$ cat src/hw/rtl/ycc420_pkg.sv
package ycc420_pkg;

    // Field and port widths.
    localparam int COMP_W      = 8;
    localparam int CFG_W       = 13;
    localparam int CFG_IDX_W   = 1;
    localparam int COUNT_W     = 12;
    localparam int COORD_W     = 11;
    localparam int IN_TDATA_W  = 24;
    localparam int OUT_TDATA_W = 48;

    // Line store geometry.
    localparam int MAX_WIDTH  = 4096;
    localparam int MAX_HEIGHT = 4096;
    localparam int LINE_AW    = $clog2(MAX_WIDTH);

    // Video range limits and the chroma offset.
    localparam logic [COMP_W-1:0] YC_MIN   = 8'd16;
    localparam logic [COMP_W-1:0] Y_MAX    = 8'd235;
    localparam logic [COMP_W-1:0] C_MAX    = 8'd240;
    localparam logic [COMP_W-1:0] C_OFFSET = 8'd128;

    // Register indexes on the configuration port.
    localparam logic [CFG_IDX_W-1:0] REG_FRAME_WIDTH  = 1'd0;
    localparam logic [CFG_IDX_W-1:0] REG_FRAME_HEIGHT = 1'd1;

    localparam logic [CFG_W-1:0] WIDTH_RESET  = 13'd640;
    localparam logic [CFG_W-1:0] HEIGHT_RESET = 13'd480;

    typedef struct packed {
        logic [COMP_W-1:0] cb;
        logic [COMP_W-1:0] cr;
    } chroma_t;

    // Position of one pixel and its frame-edge flags.
    typedef struct packed {
        logic [COUNT_W-1:0] col;
        logic [COUNT_W-1:0] row;
        logic               last_col;
        logic               last_row;
    } pos_t;

    // Saturates a 9-bit value into lo..hi.
    function automatic logic [COMP_W-1:0] clamp8(input logic [COMP_W:0] v,
                                                 input logic [COMP_W-1:0] lo,
                                                 input logic [COMP_W-1:0] hi);
        logic [COMP_W-1:0] res;
        if (v < {1'b0, lo})
            res = lo;
        else if (v > {1'b0, hi})
            res = hi;
        else
            res = v[COMP_W-1:0];
        return res;
    endfunction

endpackage

$ cat src/hw/rtl/ycc420_average.sv
// Chroma averaging over the 2x2 block or an edge pair, and the emit decision.
module ycc420_average (
    input  ycc420_pkg::pos_t              pos,
    input  ycc420_pkg::chroma_t           here,
    input  ycc420_pkg::chroma_t           left,
    input  ycc420_pkg::chroma_t           up,
    input  ycc420_pkg::chroma_t           upleft,
    output logic                          emit,
    output logic [ycc420_pkg::COMP_W-1:0] cb_avg,
    output logic [ycc420_pkg::COMP_W-1:0] cr_avg
);

    logic       col_odd;
    logic       row_odd;
    logic [9:0] cb_quad;
    logic [9:0] cr_quad;
    logic [8:0] cb_left;
    logic [8:0] cr_left;
    logic [8:0] cb_up;
    logic [8:0] cr_up;

    assign col_odd = pos.col[0];
    assign row_odd = pos.row[0];

    assign cb_quad = 10'(here.cb) + 10'(left.cb) + 10'(up.cb) + 10'(upleft.cb);
    assign cr_quad = 10'(here.cr) + 10'(left.cr) + 10'(up.cr) + 10'(upleft.cr);
    assign cb_left = 9'(here.cb) + 9'(left.cb);
    assign cr_left = 9'(here.cr) + 9'(left.cr);
    assign cb_up   = 9'(here.cb) + 9'(up.cb);
    assign cr_up   = 9'(here.cr) + 9'(up.cr);

    always_comb
    begin
        emit   = 1'b0;
        cb_avg = cb_quad[9:2];
        cr_avg = cr_quad[9:2];
        if (row_odd && col_odd)
        begin
            emit = 1'b1;
        end
        else if (pos.last_row && col_odd)
        begin
            // Bottom row of an odd-height frame: pair with the left pixel.
            emit   = 1'b1;
            cb_avg = cb_left[8:1];
            cr_avg = cr_left[8:1];
        end
        else if (pos.last_col && row_odd)
        begin
            // Right column of an odd-width frame: pair with the pixel above.
            emit   = 1'b1;
            cb_avg = cb_up[8:1];
            cr_avg = cr_up[8:1];
        end
    end

endmodule

$ cat config.mk
export PLATFORM = sky130hd
export DESIGN_NAME = ycc420_average
export DESIGN_NICKNAME = d
export VERILOG_FILES = /design/src/hw/rtl/ycc420_pkg.sv /design/src/hw/rtl/ycc420_average.sv
export SDC_FILE = /design/constraint.sdc
export NUM_CORES = 1
export LEC_CHECK = 0
export BUFFER_PORTS_ARGS = -buffer_cell sky130_fd_sc_hd__buf_2
export CAP_MARGIN = 0
export CORE_UTILIZATION = 48
export DETAILED_ROUTE_END_ITERATION = 8
export PLACE_DENSITY = 0.8
export SLEW_MARGIN = 20
export SYNTH_ARGS = -nofsm -noshare
export SYNTH_HDL_FRONTEND = slang
export SYNTH_SLANG_ARGS = --single-unit
$ cat constraint.sdc
create_clock -name vclk -period 3.44
set_input_delay 0.344 -clock vclk [all_inputs]
set_output_delay 0.344 -clock vclk [all_outputs]
set_load 0.01 [all_outputs]
==> results.cfg, run 1 <==
[run_status]
status = finished with violations
violations = negative setup slack

[cells_and_area]
antenna_cells = 0
nFlopsAndLatches = 0
drive_above_1_share_pct = 29.9
area_growth_pct = 30.5
fill_cells = 528
regArea_sq_um = 0
layout.cells.non_filler = 590
clockBufferCount = 0
multi_input_area_sq_mm = 0.00274
finalNetCount = 687
fin_area_sq_mm = 0.00396

[synth]
synth_common_cells = 92 x inv_1, 44 x ha_1, 36 x fa_1
synth_cell_types = 47
yosysWarnings = 0
synth.cell_area_sq_mm = 0.00303
syn_inst = 396
synth_top_area_share_pct = 23.8
synth.area.top_cells = fa_1 24%, ha_1 18%, inv_1 11%
synth_most_common_cell = inv_1
synth_fp_nets = 566
seq_area_frac_synth_pct = 0
yosys.area.top_type = fa_1
avgSynthCellArea_sq_um = 7.66

[sta]
hold_viol = 0
fin_tns_setup_ns = -0.413
finalCriticalPeriod_ns = 3.62
max_slew_margin_pct = 62.5
timing.final.ws_setup_ns = -0.179
fin_crit_sh_pct = 105
clock.fmax_ghz = 0.276
report.final.slew_viol_count = 0
worst_pin_slew_ns = 0.560
rsz0062_at_grt = true
setup_viol = 4

[worst_setup_path]
critical_path_arrival_ns = 3.28
critPathMaxFanout = 3
critPathLaunchType = input port
critPathCaptureType = output port
cp.required_ns = 3.10
critPathKind = in2out

[route]
drt_iter0_drc = 124
drt-met1-wl_microns = 3490
wl_met3_microns = 372
wl_met2_microns = 4050
routed_via_density = 5.42
drc = 0
num_vias = 3195
ant_nets = 0
first_pass_iters = 4
wirelength_microns = 8000
wl_per_cell_microns = 13.6
top_layer = met4

[power]
vdd_drop_max_mv = 0.190
cellLeakagePower_uw = 0.00216
p_per_area_mw_per_mm2 = 315
finalPower_uw = 1250

[worst_hold_path]
min_from = pos[1]
worstHoldEndpoint = emit
hold_depth = 4
hp-class = in2out

[floorplanning]
die_w_microns = 81.5
rows = 28
dieArea_sq_mm = 0.00664
core_area_sq_mm = 0.00599
fp.dieH_microns = 81.5
pin_count = 107
initial_core_util_pct = 50.6

[global_routing]
gr-total-overflow = 0
grt_pass1_vias = 3218
antenna_found_initial = 0
track_usage_pct = 25.1
grt_start_max_net_pins = 15
grt_pass1_wl_microns = 13400

[placed_design]
hpwl_microns = 6790
globalplace.congestion = 0.867
placedInstanceArea_sq_mm = 0.00378
pre_cts_slack_ns = -0.296
place_inst = 585
port-buffer-count = 85

[cts]
postCtsHoldBufs = 0

[flow_run]
max-cap-violations = 0
layer usage:
layer	GRT usage (%)	vias to the layer above
met4	3.93	0
met2	46.8	103
met3	0.556	11
li1	-	1590
met1	32.7	1491
met5	0	-
cell type report:
type	instances	area share [%]
multi-input combinational	301	69.3
timing repair buffer	122	19.5
inverter	92	8.86
tap	75	2.37
power breakdown:
| group | internal [uW] | switching [uW] | leakage, uW |
|---|---|---|---|
| registers | 0 | 0 | 0 |
| clock network | 0 | 0 | 0 |
| logic | 605 | 641 | 0.00216 |
| total | 605 | 641 | 0.00216 |
layout by cell type (no fill, tap or decap), drive strengths merged, types with 3 or more instances in the layout:
master,n
a211oi,5
a21o,8
a21oi,17
a22oi,10
buf,122
fa,36
ha,44
inv,92
nand2,23
nand2b,6
nand3,12
nor2,21
nor2b,6
nor3,8
o2111ai,3
o211ai,4
o21a,7
o21ai,18
o22ai,6
o31a,4
or2,3
xnor2,9
xor2,17
worst max-delay path, stage by stage:
cell	delay [ns]
buf_8	0.07
inv_2	0.03
fa_1	0.49
fa_1	0.53
inv_1	0.04
ha_1	0.27
and4b_1	0.21
o2111ai_2	0.17
o211ai_1	0.18
o41ai_2	0.33
buf_4	0.19
xnor2_2	0.10
o32a_1	0.18
buf_2	0.13
repair_timing:
action	4_1_cts	5_1_grt
gates resized for setup	37	9
endpoints found under the setup margin	8	8
buffers inserted	6	0
pin swaps	36	22
cells by family after synthesis:
group                      Yosys count  share of synthesized area (%)
buffers and inverters               95                           11.8
xor gates and xnor gates            26                           7.51
adders and majority gates           80                           41.9
and+or+nand+nor                     93                           15.4
AOI/OAI and AO/OA                  102                           23.4
through the flow:
step	utilization (%)	hold WS (ns)
after global placement	63.1	1.04
after CTS	65.6	1.04
after global routing	66.0	1.09
after detailed placement	63.1	1.04
after floorplan	-	0.824
final	66.0	1.04
how the worst max path moves through the flow:
stage | start | slack [ns] | cells past startpoint | to
after floorplan | here[10] | 0.03 | 11 | cb_avg[6]
after global placement | here[2] | -0.22 | 13 | cr_avg[6]
after detailed placement | here[1] | -0.30 | 14 | cr_avg[7]
after CTS | up[2] | -0.30 | 14 | cr_avg[6]
after global routing | left[2] | -0.30 | 14 | cr_avg[6]
final | left[2] | -0.18 | 14 | cr_avg[6]
No activity file was read; power rests on OpenSTA's default activity.
==> run 2, diff against run 1 <==
Settings changed: SETUP_SLACK_MARGIN from default to 0.3.
==> results.cfg, run 2 (synthesized netlist as in run 1, its figures left out) <==
[run_status]
status = finished with violations
violations = negative setup slack

[global_routing]
gr-total-overflow = 0
grt_pass1_vias = 3251
grt_start_max_net_pins = 15
antenna_found_initial = 0
track_usage_pct = 26.0
grt_pass1_wl_microns = 13700

[placed_design]
port-buffer-count = 85
hpwl_microns = 6810
globalplace.congestion = 0.867
pre_cts_slack_ns = -0.256
placedInstanceArea_sq_mm = 0.00382

[power]
power_frac_comb_pct = 100.0
vdd_drop_max_mv = 0.275
internal_power_uw = 642
cellLeakagePower_uw = 0.00217
p_clk_share_pct = 0
netSwitchingFraction_pct = 51.1
p_per_area_mw_per_mm2 = 326
switchingPower_uw = 671
finalPower_uw = 1310
seq_power_share_pct = 0

[cts]
postCtsHoldBufs = 0

[sta]
worst_pin_slew_ns = 0.624
setup_viol = 4
rsz0062_at_grt = true
fin_crit_sh_pct = 106
hold_slack_ns = 1.03
hold_viol = 0
report.final.slew_viol_count = 0
finalCriticalPeriod_ns = 3.66
timing.final.ws_setup_ns = -0.222
max_slew_margin_pct = 58.2
clock.fmax_ghz = 0.273

[worst_setup_path]
critPathCaptureType = output port
path_cells = buf_8 -> inv_4 -> fa_1 -> fa_1 -> inv_1 -> ha_1 -> and4b_1 -> o2111ai_1 -> o211ai_1 -> o41ai_2 -> buf_4 -> and3_4 -> o32a_1 -> buf_2
critical_path_arrival_ns = 3.32
critPathKind = in2out
critPathMaxFanout = 2
critPathLaunchType = input port
crit_top_cell = fa_1
critical_path.slowest_cell = fa_1
worst_path_largest_cell_delay_ns = 0.54
cp-startpoint = here[2]
cp.required_ns = 3.10

[cells_and_area]
regArea_sq_um = 0
finalNetCount = 688
fin_area_sq_mm = 0.00403
final_cell_mix = 78 x inv_1, 75 x buf_2, 44 x ha_1
multi_input_area_sq_mm = 0.00277
mostFrequentLayoutCell = inv_1
antenna_cells = 0
clockBufferCount = 0
area_growth_pct = 32.8
utilization_pct = 67.2
nFlopsAndLatches = 0
drive_above_1_share_pct = 31.8
fill_cells = 517

[flow_run]
max-cap-violations = 0

[route]
wirelength_microns = 8350
drt_iter0_drc = 127
ant_nets = 0
first_pass_iters = 5
num_vias = 3294
wl_per_cell_microns = 14.1
routed_via_density = 5.57
drc = 0

[floorplanning]
dieArea_sq_mm = 0.00664
rows = 28
fp.dieH_microns = 81.5
core_area_sq_mm = 0.00599
pin_count = 107
die_w_microns = 81.5
initial_core_util_pct = 50.6

[worst_hold_path]
min_from = pos[1]
hp-class = in2out
run 2: changes by cell type in the layout (fill, tap and decap cells not counted), sizes merged:
cell  delta
buf      +1
run 2: path summary, 6_finish.rpt:
kind | to | slack [ns] | cells past startpoint
setup / recovery | cr_avg[6] | -0.22 | 14
hold / removal | emit | 1.03 | 4
run 2: layer usage:
metal,vias to the layer above,share of wire (%),GRT usage (%)
met4,0,3.1,6.96
met2,140,51,48.8
li1,1590,-,-
met3,27,5.5,1.00
met1,1537,41,32.1
met5,-,0,0
run 2: timing repair:
item | in CTS | in global routing
resized for setup | 38 | 12
setup endpoints to repair | 10 | 14
buffers inserted | 5 | 1
pin swaps | 32 | 16
gates cloned | 0 | 0
run 2: power groups by stage:
stage	logic, uW	clock network [uW]	registers [uW]
2_1_floorplan	786	0	0
3_3_place_gp	1120	0	0
4_1_cts	1250	0	0
5_1_grt	1450	0	0
3_5_place_dp	1170	0	0
6_report	1310	0	0
run 2: critical path, delay by kind of cell:
kind / cells / cell delay, ns
adders and majority gates: 3 / 1.29
buffers and inverters: 5 / 0.47
and+or+nand+nor: 2 / 0.37
AOI/OAI and AO/OA: 4 / 0.85
run 2: through the flow:
step / TNS (ns) / cells
2_1_floorplan: 0 / 396
3_3_place_gp: -0.705 / 585
3_5_place_dp: -1.18 / 585
4_1_cts: -0.462 / 590
5_1_grt: -1.25 / 591
6_report: -0.480 / 591
run 2: layout make-up:
class	instances	share of cell area, %
Multi-Input combinational cell	301	68.9
Timing Repair Buffer	123	19.9
Tap cell	75	2.33
Inverter	92	8.95
==> run 3, diff against run 2 <==
Settings changed: GPL_TIMING_DRIVEN from default to 0, REMOVE_ABC_BUFFERS from default to 1.
==> results.cfg, run 3 (synthesized netlist as in run 1, its figures left out) <==
[run_status]
status = finished with violations
violations = negative setup slack

[global_routing]
grt_pass1_wl_microns = 12700
grt_pass1_vias = 3047
track_usage_pct = 23.8
grt_start_max_net_pins = 15
antenna_found_initial = 0
gr-total-overflow = 0

[route]
routed_via_density = 5.38
drt_iter0_drc = 157
num_vias = 3096
first_pass_iters = 4
wirelength_microns = 8060
wl_per_cell_microns = 14.0
ant_nets = 0
drc = 0

[placed_design]
globalplace.congestion = 0.882
port-buffer-count = 85
placedInstanceArea_sq_mm = 0.00354
hpwl_microns = 6290

[floorplanning]
die_w_microns = 81.5
dieArea_sq_mm = 0.00664
fp.dieH_microns = 81.5
rows = 28
initial_core_util_pct = 50.6
core_area_sq_mm = 0.00599
pin_count = 107

[cells_and_area]
finalNetCount = 673
area_growth_pct = 31.2
final_cell_mix = 78 x inv_1, 73 x buf_2, 43 x ha_1
mostFrequentLayoutCell = inv_1
regArea_sq_um = 0
antenna_cells = 0
nFlopsAndLatches = 0
clockBufferCount = 0
drive_above_1_share_pct = 30.3
fin_area_sq_mm = 0.00398

[sta]
timing.final.ws_setup_ns = -0.238
report.final.slew_viol_count = 0
clock.fmax_ghz = 0.272
worst_pin_slew_ns = 1.12
rsz0062_at_grt = true
max_slew_margin_pct = 24.9
setup_viol = 7
finalCriticalPeriod_ns = 3.68
fin_crit_sh_pct = 107
hold_slack_ns = 1.04
hold_viol = 0

[flow_run]
max-cap-violations = 0

[worst_setup_path]
cp.required_ns = 3.10
critPathKind = in2out
critPathLaunchType = input port
critPathCaptureType = output port
critical_path_arrival_ns = 3.33
critPathMaxFanout = 2

[worst_hold_path]
hold_depth = 4
hp-class = in2out

[power]
seq_power_share_pct = 0
p_per_area_mw_per_mm2 = 337
power_frac_comb_pct = 100.0
cellLeakagePower_uw = 0.00212
vdd_drop_max_mv = 0.216
internal_power_uw = 669
netSwitchingFraction_pct = 50.1
switchingPower_uw = 672
p_clk_share_pct = 0

[cts]
postCtsHoldBufs = 0
-- run 3: per-stage QoR --
| stage | setup TNS [ns] | setup WS, ns | power [uW] | util, % | std cells |
|---|---|---|---|---|---|
| 3_3_place_gp | -1.69 | -0.312 | 1030 | 59.1 | 553 |
| 4_1_cts | -1.15 | -0.249 | 1220 | 64.0 | 570 |
| 2_1_floorplan | 0 | 0.0277 | 768 | - | 393 |
| 3_5_place_dp | -2.35 | -0.395 | 1060 | 59.1 | 553 |
| 5_1_grt | -1.60 | -0.355 | 1470 | 66.4 | 576 |
| 6_report | -0.927 | -0.238 | 1340 | 66.4 | 576 |
-- run 3: what timing repair did --
action / in CTS / in global routing
endpoints found under the setup margin: 12 / 14
pin swaps: 38 / 33
resized for setup: 61 / 23
buffers inserted: 17 / 6
-- run 3: routing by layer --
metal | wire [microns] | GRT usage [%]
met5 | 0 | 0
met4 | 82 | 4.29
met3 | 293 | 0.556
met2 | 4140 | 44.3
met1 | 3550 | 30.7
-- run 3: critical path: stages --
cell and delay (ns):
buf_8 0.08, inv_4 0.03, fa_1 0.49, fa_1 0.54, inv_1 0.05, ha_1 0.27
and4b_1 0.22, o2111ai_2 0.20, nand3_2 0.12, o41a_1 0.43, nor3b_2 0.16, o32a_1 0.28
buf_2 0.14
-- run 3: power by group through the flow --
stage / logic, uW / clock network [uW] / registers [uW]
6_report: 1340 / 0 / 0
5_1_grt: 1470 / 0 / 0
4_1_cts: 1220 / 0 / 0
3_5_place_dp: 1060 / 0 / 0
3_3_place_gp: 1030 / 0 / 0
2_1_floorplan: 768 / 0 / 0
-- run 3: cell type report --
class	count	area, sq um
inverters	92	363
well taps	75	93.8
fillers	512	2010
multi-input cells	301	2790
repair buffers	108	726
-- run 3: path summary, 6_finish.rpt --
| kind | from | end |
|---|---|---|
| worst min-delay path | pos[1] | emit |
| worst max-delay path | up[10] | cb_avg[6] |
