--- config.mk ---
export PLATFORM = sky130hd
export DESIGN_NAME = ycc420_convert
export DESIGN_NICKNAME = d
export VERILOG_FILES = /design/src/hw/rtl/ycc420_pkg.sv /design/src/hw/rtl/ycc420_convert.sv
export SDC_FILE = /design/constraint.sdc
export NUM_CORES = 1
export LEC_CHECK = 0
export ABC_AREA = 1
export BUFFER_PORTS_ARGS = -buffer_cell sky130_fd_sc_hd__buf_4
export CAP_MARGIN = 10
export CORE_MARGIN = 2
export CORE_UTILIZATION = 50
export DETAILED_ROUTE_END_ITERATION = 8
export PLACE_DENSITY = 0.68
export SYNTH_ARGS = -nofsm -noshare
export SYNTH_HDL_FRONTEND = slang
export SYNTH_SLANG_ARGS = --single-unit
--- constraint.sdc ---
create_clock -name vclk -period 7.66
set_clock_uncertainty 0.1 [all_clocks]
set_input_delay 0.766 -clock vclk [all_inputs]
set_output_delay 0.766 -clock vclk [all_outputs]
set_load 0.1 [all_outputs]
--- src/hw/rtl/ycc420_pkg.sv ---
package ycc420_pkg;

    // Field and port widths.
    localparam int COMP_W      = 8;
    localparam int CFG_W       = 13;
    localparam int CFG_IDX_W   = 1;
    localparam int COUNT_W     = 12;
    localparam int COORD_W     = 11;
    localparam int IN_TDATA_W  = 24;
    localparam int OUT_TDATA_W = 48;

    // Line store geometry.
    localparam int MAX_WIDTH  = 4096;
    localparam int MAX_HEIGHT = 4096;
    localparam int LINE_AW    = $clog2(MAX_WIDTH);

    // Video range limits and the chroma offset.
    localparam logic [COMP_W-1:0] YC_MIN   = 8'd16;
    localparam logic [COMP_W-1:0] Y_MAX    = 8'd235;
    localparam logic [COMP_W-1:0] C_MAX    = 8'd240;
    localparam logic [COMP_W-1:0] C_OFFSET = 8'd128;

    // Register indexes on the configuration port.
    localparam logic [CFG_IDX_W-1:0] REG_FRAME_WIDTH  = 1'd0;
    localparam logic [CFG_IDX_W-1:0] REG_FRAME_HEIGHT = 1'd1;

    localparam logic [CFG_W-1:0] WIDTH_RESET  = 13'd640;
    localparam logic [CFG_W-1:0] HEIGHT_RESET = 13'd480;

    typedef struct packed {
        logic [COMP_W-1:0] cb;
        logic [COMP_W-1:0] cr;
    } chroma_t;

    // Position of one pixel and its frame-edge flags.
    typedef struct packed {
        logic [COUNT_W-1:0] col;
        logic [COUNT_W-1:0] row;
        logic               last_col;
        logic               last_row;
    } pos_t;

    // Saturates a 9-bit value into lo..hi.
    function automatic logic [COMP_W-1:0] clamp8(input logic [COMP_W:0] v,
                                                 input logic [COMP_W-1:0] lo,
                                                 input logic [COMP_W-1:0] hi);
        logic [COMP_W-1:0] res;
        if (v < {1'b0, lo})
            res = lo;
        else if (v > {1'b0, hi})
            res = hi;
        else
            res = v[COMP_W-1:0];
        return res;
    endfunction

endpackage

--- src/hw/rtl/ycc420_convert.sv ---
// Shift-add BT.601 color conversion of one pixel with saturation.
module ycc420_convert (
    input  logic [ycc420_pkg::COMP_W-1:0] red,
    input  logic [ycc420_pkg::COMP_W-1:0] green,
    input  logic [ycc420_pkg::COMP_W-1:0] blue,
    output logic [ycc420_pkg::COMP_W-1:0] luma,
    output ycc420_pkg::chroma_t           chroma
);

    logic [15:0]        y_sum;
    logic signed [17:0] r_s;
    logic signed [17:0] g_s;
    logic signed [17:0] b_s;
    logic signed [17:0] cb_sum;
    logic signed [17:0] cr_sum;
    logic signed [17:0] offset_s;
    logic [8:0]         y_raw;

    assign r_s      = $signed({10'd0, red});
    assign g_s      = $signed({10'd0, green});
    assign b_s      = $signed({10'd0, blue});
    assign offset_s = $signed({2'd0, ycc420_pkg::C_OFFSET, 8'd0});

    // The luma sum stays below 2^16 for any input.
    assign y_sum = 16'(red) * 16'd66 + 16'(green) * 16'd129 + 16'(blue) * 16'd25;
    assign y_raw = 9'(y_sum[15:8]) + 9'(ycc420_pkg::YC_MIN);

    // With the offset added the chroma sums are positive and below 2^16, so
    // bits 15:8 give 128 plus the floored quotient.
    assign cb_sum = offset_s + b_s * 18'sd112 - r_s * 18'sd38 - g_s * 18'sd74;
    assign cr_sum = offset_s + r_s * 18'sd112 - g_s * 18'sd94 - b_s * 18'sd18;

    assign luma = ycc420_pkg::clamp8(y_raw, ycc420_pkg::YC_MIN, ycc420_pkg::Y_MAX);
    assign chroma.cb = ycc420_pkg::clamp8({1'b0, cb_sum[15:8]}, ycc420_pkg::YC_MIN,
                                          ycc420_pkg::C_MAX);
    assign chroma.cr = ycc420_pkg::clamp8({1'b0, cr_sum[15:8]}, ycc420_pkg::YC_MIN,
                                          ycc420_pkg::C_MAX);

endmodule

==> out/qor.yml, run 1 <==
status: "complete, no violations"
synthCells: 1072
cts_setup_buffers: 0
drc: 0
worst-slew-pin-transition_ns: 0.391
synth_top_cells_by_count: "inv_1 (304), nand2_1 (186), ha_1 (185)"
core_area_sq_um: 15100
design.seq.count: 0
first_pass_iters: 5
synth_seq_area_share_pct: 0
vias: 6585
grtUsageTotal_pct: 22.4
cts_resized: 0
synth_top_area_cell: "ha_1"
nClkBuffers: 0
via_per_inst: 5.03
finalSetupViolCount: 0
hold_path.class: "input port to output port"
syn2layout_area_growth_pct: 7.70
grt_first_pass_wirelength_um: 29800
syn-num-nets: 1368
die_h_um: 128
synth_top_area_share_pct: 29.9
maxCapViolations: 0
gr-total-overflow: 0
ys.warnings.count: 0
synth_area_leaders: "ha_1 (30%), fa_1 (23%), inv_1 (15%)"
hold_viol_final: 0
final.setup.tns_ns: 0
gp_congestion: 0.921
drive_above_1_share_pct: 6.07
antenna_left: 0
rows: 45
finalCriticalPeriod_ns: 7.03
hp-start: "red[7]"
arrival_ns: 6.17
initial_core_util_pct: 51.1
grt_max_degree: 11
antenna_found_initial: 0
critPathKind: "input port to output port"
holdBufCountCts: 0
drt_iter0_drc: 315
avgSynthCellArea_sq_um: 7.21
ioPinCount: 48
nets: 1418
maxSlewViolCount: 0
synth_area_sq_um: 7730
synth_most_common_cell: "inv_1"
hold_end: "chroma[7]"
die_area_sq_um: 16500
dp_hpwl_um: 15600
min_period_over_period_pct: 91.8
relSlewSlack_pct: 73.7
totalWireLength_um: 17400
seqCellArea_sq_um: 0
rsz0062_at_grt: "no"
fillers: 1493
fmax_mhz: 142
cp-start-kind: "input port"
end_kind: "output port"
antennaDiodeCount: 0
min_path_cells: 8
io_buffers: 48
yosys.cell_types.count: 30
cp_max_fo: 7
routedWlPerCell_um: 13.3
die_x_um: 128
grt_pass1_vias: 6212
cp_data_required_time_ns: 6.79
==> area by class of cell <==
cell class                      instances  area, sq um  area share (%)
Tap cell                              188          235            2.82
Timing Repair Buffer                   48          360            4.33
Inverter                              308         1160            13.9
Multi-Input combinational cell        764         6580            79.0
==> per-layer routing <==
| metal | part of all wire (%) | global-route usage [%] | up-vias | wire length [um] |
|---|---|---|---|---|
| li1 | - | - | 3417 | - |
| met2 | 47 | 38.6 | 106 | 8170 |
| met5 | 0 | 0 | - | 0 |
| met1 | 48 | 32.4 | 3052 | 8420 |
| met4 | 1.0 | 2.00 | 0 | 183 |
| met3 | 3.9 | 1.04 | 10 | 676 |
==> cells in the final DEF (no fill, tap or decap), types with 7 or more instances in the layout <==
master	Yosys	routed
nand3b_1	7	7
xnor2_1	16	16
nand4_1	8	8
xor2_1	38	38
nor2_1	48	48
nand2_1	186	186
ha_1	185	185
o21bai_1	9	9
nand3_1	48	48
buf_4	0	48
inv_1	304	304
o21ai_0	20	20
fa_1	87	87
nor3_1	7	7
a21oi_1	69	69
nand2_2	7	7
==> worst max path at each step <==
| stage | startpoint | to | cells past startpoint |
|---|---|---|---|
| after global placement | green[5] | chroma[0] | 27 |
| after detailed placement | green[5] | chroma[2] | 27 |
| final | green[7] | chroma[2] | 27 |
| after CTS | green[5] | chroma[2] | 27 |
| after floorplan | green[5] | chroma[0] | 24 |
| after global routing | green[5] | chroma[2] | 30 |
==> critical path, cell delays in order <==
cell and delay (ns):
buf_4 0.14, inv_1 0.15, fa_1 0.51, inv_1 0.05
fa_1 0.47, inv_1 0.05, fa_1 0.53, inv_1 0.04
ha_1 0.34, a21oi_1 0.13, a21boi_0 0.31, o21ai_0 0.19
xor2_1 0.20, fa_1 0.55, inv_1 0.04, ha_1 0.35
nand2_1 0.09, nor3_1 0.22, o211ai_1 0.17, nand2_1 0.10
nand2_1 0.05, nand2_1 0.09, nor2_1 0.06, nand3_1 0.07
nand2_1 0.09, nor2_1 0.12, buf_4 0.30
==> cell families (layout without fill, tap and decap cells) <==
family / Yosys count / in the layout / share of synthesized area, %
adder cells (fa/ha/maj): 272 / 272 / 52.5
AND/OR/NAND/NOR: 319 / 319 / 17.9
AO/OA/AOI/OAI: 119 / 119 / 8.61
buffers and inverters: 308 / 356 / 15.0
XOR/XNOR: 54 / 54 / 6.12
==> per-stage QoR <==
step	setup slack, ns	std cells	area, sq um	hold WS, ns	util, %
global placement	0.742	1308	8330	2.49	55.0
floorplan	0.319	1072	7730	2.26	-
global route	0.167	1308	8330	2.60	55.0
finish	0.626	1308	8330	2.50	55.0
CTS	0.638	1308	8330	2.50	55.0
detailed placement	0.653	1308	8330	2.50	55.0
Power of run 1 is left out: the tool's default activity adds up to more than one toggle a clock period on the data nets, which glitch-free logic cannot reach.
==> run 2: changes to the inputs <==
==> constraint.sdc (replaced) <==
create_clock -name vclk -period 7.66
set_clock_uncertainty 0.1 [all_clocks]
set_input_delay 1.532 -clock vclk [all_inputs]
set_output_delay 1.532 -clock vclk [all_outputs]
set_load 0.1 [all_outputs]
==> run 2 against run 1 <==
  * Critical path depth shrank 2
  * Largest cell class unchanged
  * Setup slack lost 0.96 ns
  * Count of clock-buffer cells in the layout is the same
  * Sequential cell count is the same
  * Highest routed layer unchanged
  * Non-clock buffer count grew 171
  * Fmax shrank 12%
  * Core utilization grew 19 points
  * Via count grew 14%
  * First-iteration DRC count shrank 16%
  * Global-route usage grew 3.2 points
  * The run now ends with setup timing left
==> out/qor.yml, run 2 (synthesis results as in run 1) <==
post-route-util_pct: 73.5  # was 55.0%
grt_first_pass_wirelength_um: 34300  # was 29,800 um
nets: 1589  # was 1,418
wl_met2_um: 10700  # was 8170 um
nClkBuffers: 0  # unchanged
rsz0062_at_grt: "yes"  # was no
ioPinCount: 48  # unchanged
grt_pass1_vias: 7434  # was 6,212
cp_data_required_time_ns: 6.03  # was 6.79 ns
cp_max_fo: 5  # was 7
dp_hpwl_um: 17700  # was 15,600 um
end_kind: "output port"  # unchanged
relSlewSlack_pct: 72.4  # was 73.7%
maxSlewViolCount: 0  # unchanged
antennaDiodeCount: 0  # unchanged
final_cell_mix: "inv_1 (268), buf_4 (183), ha_1 (154)"  # was inv_1 (304), nand2_1 (186), ha_1 (185)
via_per_inst: 5.06  # was 5.03
wl_met3_um: 742  # was 676 um
core_area_sq_um: 15100  # unchanged
gr-total-overflow: 0  # unchanged
cp_common_cell: "fa_1"
fmax_mhz: 125  # was 142 MHz
finalSetupViolCount: 20  # was 0
hold_path.class: "input port to output port"  # unchanged
m1WireLength_um: 9680  # was 8420 um
routedWlPerCell_um: 14.5  # was 13.3 um
antenna_left: 0  # unchanged
status: "complete, but fails checks"  # was complete, no violations
die_x_um: 128  # unchanged
finalWorstSetupSlack_ns: -0.338  # was 0.626 ns
drc: 0  # unchanged
drt_iter0_drc: 264  # was 315
critPathKind: "input port to output port"  # unchanged
gp_congestion: 0.898  # was 0.921
top_layer: "met4"  # unchanged
first_pass_iters: 5  # unchanged
rows: 45  # unchanged
drive_above_1_share_pct: 33.4  # was 6.07%
grtUsageTotal_pct: 25.6  # was 22.4%
totalWireLength_um: 21500  # was 17,400 um
vias: 7486  # was 6,585
arrival_ns: 6.37  # was 6.17 ns
holdBufCountCts: 0  # unchanged
cp-start-kind: "input port"  # unchanged
maxCapViolations: 0  # unchanged
crit_family: "adder cells"  # unchanged
final_common_cell: "inv_1"  # unchanged
die_area_sq_um: 16500  # unchanged
antenna_found_initial: 0  # unchanged
max_stage_delay_ns: 0.55  # about the same
hold_viol_final: 0  # unchanged
syn2layout_area_growth_pct: 44.0  # was 7.70%
worst-slew-pin-transition_ns: 0.412  # was 0.391 ns
design.seq.count: 0  # unchanged
grt_max_degree: 10  # was 11
crit_buf_inv: 6  # was 7
critical-path-slowest-cell: "fa_1"  # unchanged
violations: "setup timing"
die_h_um: 128  # unchanged
initial_core_util_pct: 51.1  # unchanged
seqCellArea_sq_um: 0  # unchanged
io_buffers: 48  # unchanged
finalCriticalPeriod_ns: 8.00  # was 7.03 ns
min_period_over_period_pct: 104  # was 91.8%
## run 2: changes by cell type in the layout (fill, tap and decap cells not counted), moves of 17 or more
| cell | previous run | this run |
|---|---|---|
| nand2_4 | 1 | 19 |
| buf_4 | 48 | 183 |
| nor2_1 | 48 | 29 |
| nand2_1 | 186 | 142 |
| a21oi_1 | 69 | 45 |
| inv_1 | 304 | 268 |
| inv_2 | 4 | 28 |
| a21oi_2 | 2 | 19 |
| ha_1 | 185 | 154 |
| ha_4 | 0 | 30 |
| nand2_2 | 7 | 33 |
| buf_12 | 0 | 26 |
## run 2: final cells by class
type               instances  area [sq um]
repair buffers           219          2010
well taps                188           235
inverters                308          1190
fillers                 1135          4010
multi-input cells        764          7690
## run 2: final timing paths
path	start	to	cells after the start
worst max-delay path	green[5]	chroma[1]	25
worst min-delay path	red[7]	chroma[7]	9
## run 2: per-stage QoR
| stage | setup slack [ns] | area [sq um] | setup TNS [ns] | hold slack [ns] | instances |
|---|---|---|---|---|---|
| after CTS | -0.339 | 10600 | -4.16 | 4.07 | 1471 |
| after global placement | -0.441 | 9940 | -6.91 | 4.14 | 1466 |
| after global routing | -0.570 | 11100 | -8.88 | 4.14 | 1479 |
| after floorplan | -0.150 | 8150 | -0.540 | 3.64 | 1072 |
| final | -0.338 | 11100 | -4.39 | 4.06 | 1479 |
| after detailed placement | -0.569 | 9940 | -8.77 | 4.16 | 1466 |
## run 2: layer usage
layer / track usage, % / vias up
met2: 45.2 / 148
met1: 35.4 / 3551
met5: 0 / -
met3: 1.41 / 26
met4: 3.75 / 0
li1: - / 3761
## run 2: tightest hold or removal path: cells and delay by family
| kind | cells | cell delay [ns] |
|---|---|---|
| adder cells (fa/ha/maj) | 2 | 0.37 |
| AND/OR/NAND/NOR | 2 | 0.15 |
| buffers and inverters | 4 | 0.53 |
| AO/OA/AOI/OAI | 1 | 0.05 |
## run 2: what timing repair did
item / in CTS / in global routing
setup buffers: 5 / 9
endpoints found under the setup margin: 24 / 24
resized for setup: 134 / 116
pin swaps: 71 / 86
hold endpoints to repair: 0 / 0
Power of run 2 is left out for the same reason.
==> run 3: changes to the inputs <==
--- a/config.mk
+++ b/config.mk
@@ -8,7 +8,6 @@
 export ABC_AREA = 1
 export BUFFER_PORTS_ARGS = -buffer_cell sky130_fd_sc_hd__buf_4
 export CAP_MARGIN = 10
-export CORE_MARGIN = 2
 export CORE_UTILIZATION = 50
 export DETAILED_ROUTE_END_ITERATION = 8
 export PLACE_DENSITY = 0.68
==> constraint.sdc (replaced) <==
create_clock -name vclk -period 9.5
set_clock_uncertainty 0.1 [all_clocks]
set_input_delay 1.9 -clock vclk [all_inputs]
set_output_delay 1.9 -clock vclk [all_outputs]
set_load 0.1 [all_outputs]
==> run 3 against run 2 <==
  * The flow now finishes without violations
  * Critical path depth unchanged
  * Sequential cell count unchanged
  * Routed wire length down 21%
  * First-iteration DRC count up 25%
  * Non-clock buffer count down 171
  * Cell area down 25%
  * Critical path type unchanged
  * Count of clock-buffer cells in the layout unchanged
  * Via count down 12%
  * Die area down 3.1%
  * Core utilization down 18 points
  * Setup slack better by 0.78 ns
==> out/qor.yml, run 3 (synthesis results as in run 1) <==
drive_above_1_share_pct: 6.79  # was 33.4%
grtUsageTotal_pct: 22.9  # was 25.6%
final.setup.tns_ns: 0  # was -4.39 ns
final_common_cell: "inv_1"  # unchanged
vias: 6552  # was 7,486
fin_cells: 1308  # was 1,479
dp_cells: 1308  # was 1,466
die_h_um: 126  # was 128 um
finalSetupViolCount: 0  # was 20
final_cell_mix: "inv_1 (304), nand2_1 (186), ha_1 (184)"  # was inv_1 (268), buf_4 (183), ha_1 (154)
dp_hpwl_um: 15500  # was 17,700 um
maxSlewViolCount: 0  # unchanged
fmax_mhz: 110
routedWlPerCell_um: 13.0  # was 14.5 um
via_per_inst: 5.01  # was 5.06
relSlewSlack_pct: 74.5  # was 72.4%
gp_congestion: 0.875  # was 0.898
ioPinCount: 48  # unchanged
io_buffers: 48  # unchanged
rsz0062_at_grt: "no"  # was yes
cp_max_fo: 6  # was 5
status: "complete, no violations"  # was complete, but fails checks
maxCapViolations: 0  # unchanged
holdBufCountCts: 0  # unchanged
die_x_um: 126  # was 128 um
finalCriticalPeriod_ns: 9.06
die_area_sq_um: 16000  # was 16,500 sq um
arrival_ns: 7.06  # was 6.37 ns
antennaDiodeCount: 0  # unchanged
rows: 45  # unchanged
hold_viol_final: 0  # unchanged
syn2layout_area_growth_pct: 8.43  # was 44.0%
gr-total-overflow: 0  # unchanged
nClkBuffers: 0  # unchanged
drc: 0  # unchanged
grt_pass1_vias: 6313  # was 7,434
grt_first_pass_wirelength_um: 29800  # was 34,300 um
design.seq.count: 0  # unchanged
hold-worst-slack_ns: 4.74  # was 4.06 ns
initial_core_util_pct: 51.1  # unchanged
first_pass_iters: 5  # unchanged
critPathKind: "input port to output port"  # unchanged
grt_max_degree: 11  # was 10
drt_iter0_drc: 329  # was 264
core_area_sq_um: 15100  # unchanged
antenna_found_initial: 0  # unchanged
end_kind: "output port"  # unchanged
cp-start-kind: "input port"  # unchanged
nets: 1418  # was 1,589
post-route-util_pct: 55.4  # was 73.5%
seqCellArea_sq_um: 0  # unchanged
min_period_over_period_pct: 95.4
cts_setup_buffers: 0  # was 5
worst-slew-pin-transition_ns: 0.379  # was 0.412 ns
cp_data_required_time_ns: 7.50  # was 6.03 ns
antenna_left: 0  # unchanged
totalWireLength_um: 17100  # was 21,500 um
hold_path.class: "input port to output port"  # unchanged
-- run 3: changes by cell type in the layout (fill, tap and decap cells not counted), sizes merged --
cell / change
clkinvlp: -4
inv: +4
buf: -171
-- run 3: final cells by class --
cell class / count / area (sq um)
tap: 188 / 235
multi-input combinational: 764 / 6620
fill: 1521 / 6760
inverter: 308 / 1160
timing repair buffer: 48 / 375
-- run 3: critical path, stage by stage --
cell     delay (ns)
buf_4          0.15
inv_1          0.12
fa_1           0.51
inv_1          0.04
ha_1           0.29
fa_1           0.57
inv_1          0.07
fa_1           0.49
o31ai_2        0.36
xor2_1         0.14
fa_1           0.55
inv_1          0.05
ha_1           0.34
nand2_1        0.10
nor2_1         0.19
nand3_1        0.10
nand3_1        0.12
nand2_1        0.07
nand2_1        0.07
xor2_1         0.22
nor2_1         0.07
nand3_1        0.08
nand2_1        0.09
nor2_1         0.13
buf_6          0.24
-- run 3: path summary, 6_finish.rpt --
path                  slack, ns  cells after the start         to      from
worst max-delay path       0.44                     25  chroma[1]  green[3]
worst min-delay path       4.74                      9  chroma[2]   blue[0]
-- run 3: what timing repair did --
item | in CTS | in global routing
setup endpoints to repair | 0 | 8
hold endpoints to repair | 0 | 0
resized for setup | 0 | 14
-- run 3: layer usage --
metal	GRT usage (%)	routed length (um)	share of wire (%)	vias to the layer above
met5	0	0	0	-
met4	1.98	188	1.1	0
met3	0.928	509	3.0	12
met2	39.1	7860	46	92
met1	33.2	8500	50	3035
li1	-	-	-	3413
-- run 3: stage by stage --
stage          area, sq um  setup WS, ns
2_1_floorplan         7730        -0.109
3_3_place_gp          8330         0.277
3_5_place_dp          8330         0.176
4_1_cts               8330         0.154
5_1_grt               8380        0.0142
6_report              8380         0.438
Power of run 3 is left out for the same reason.
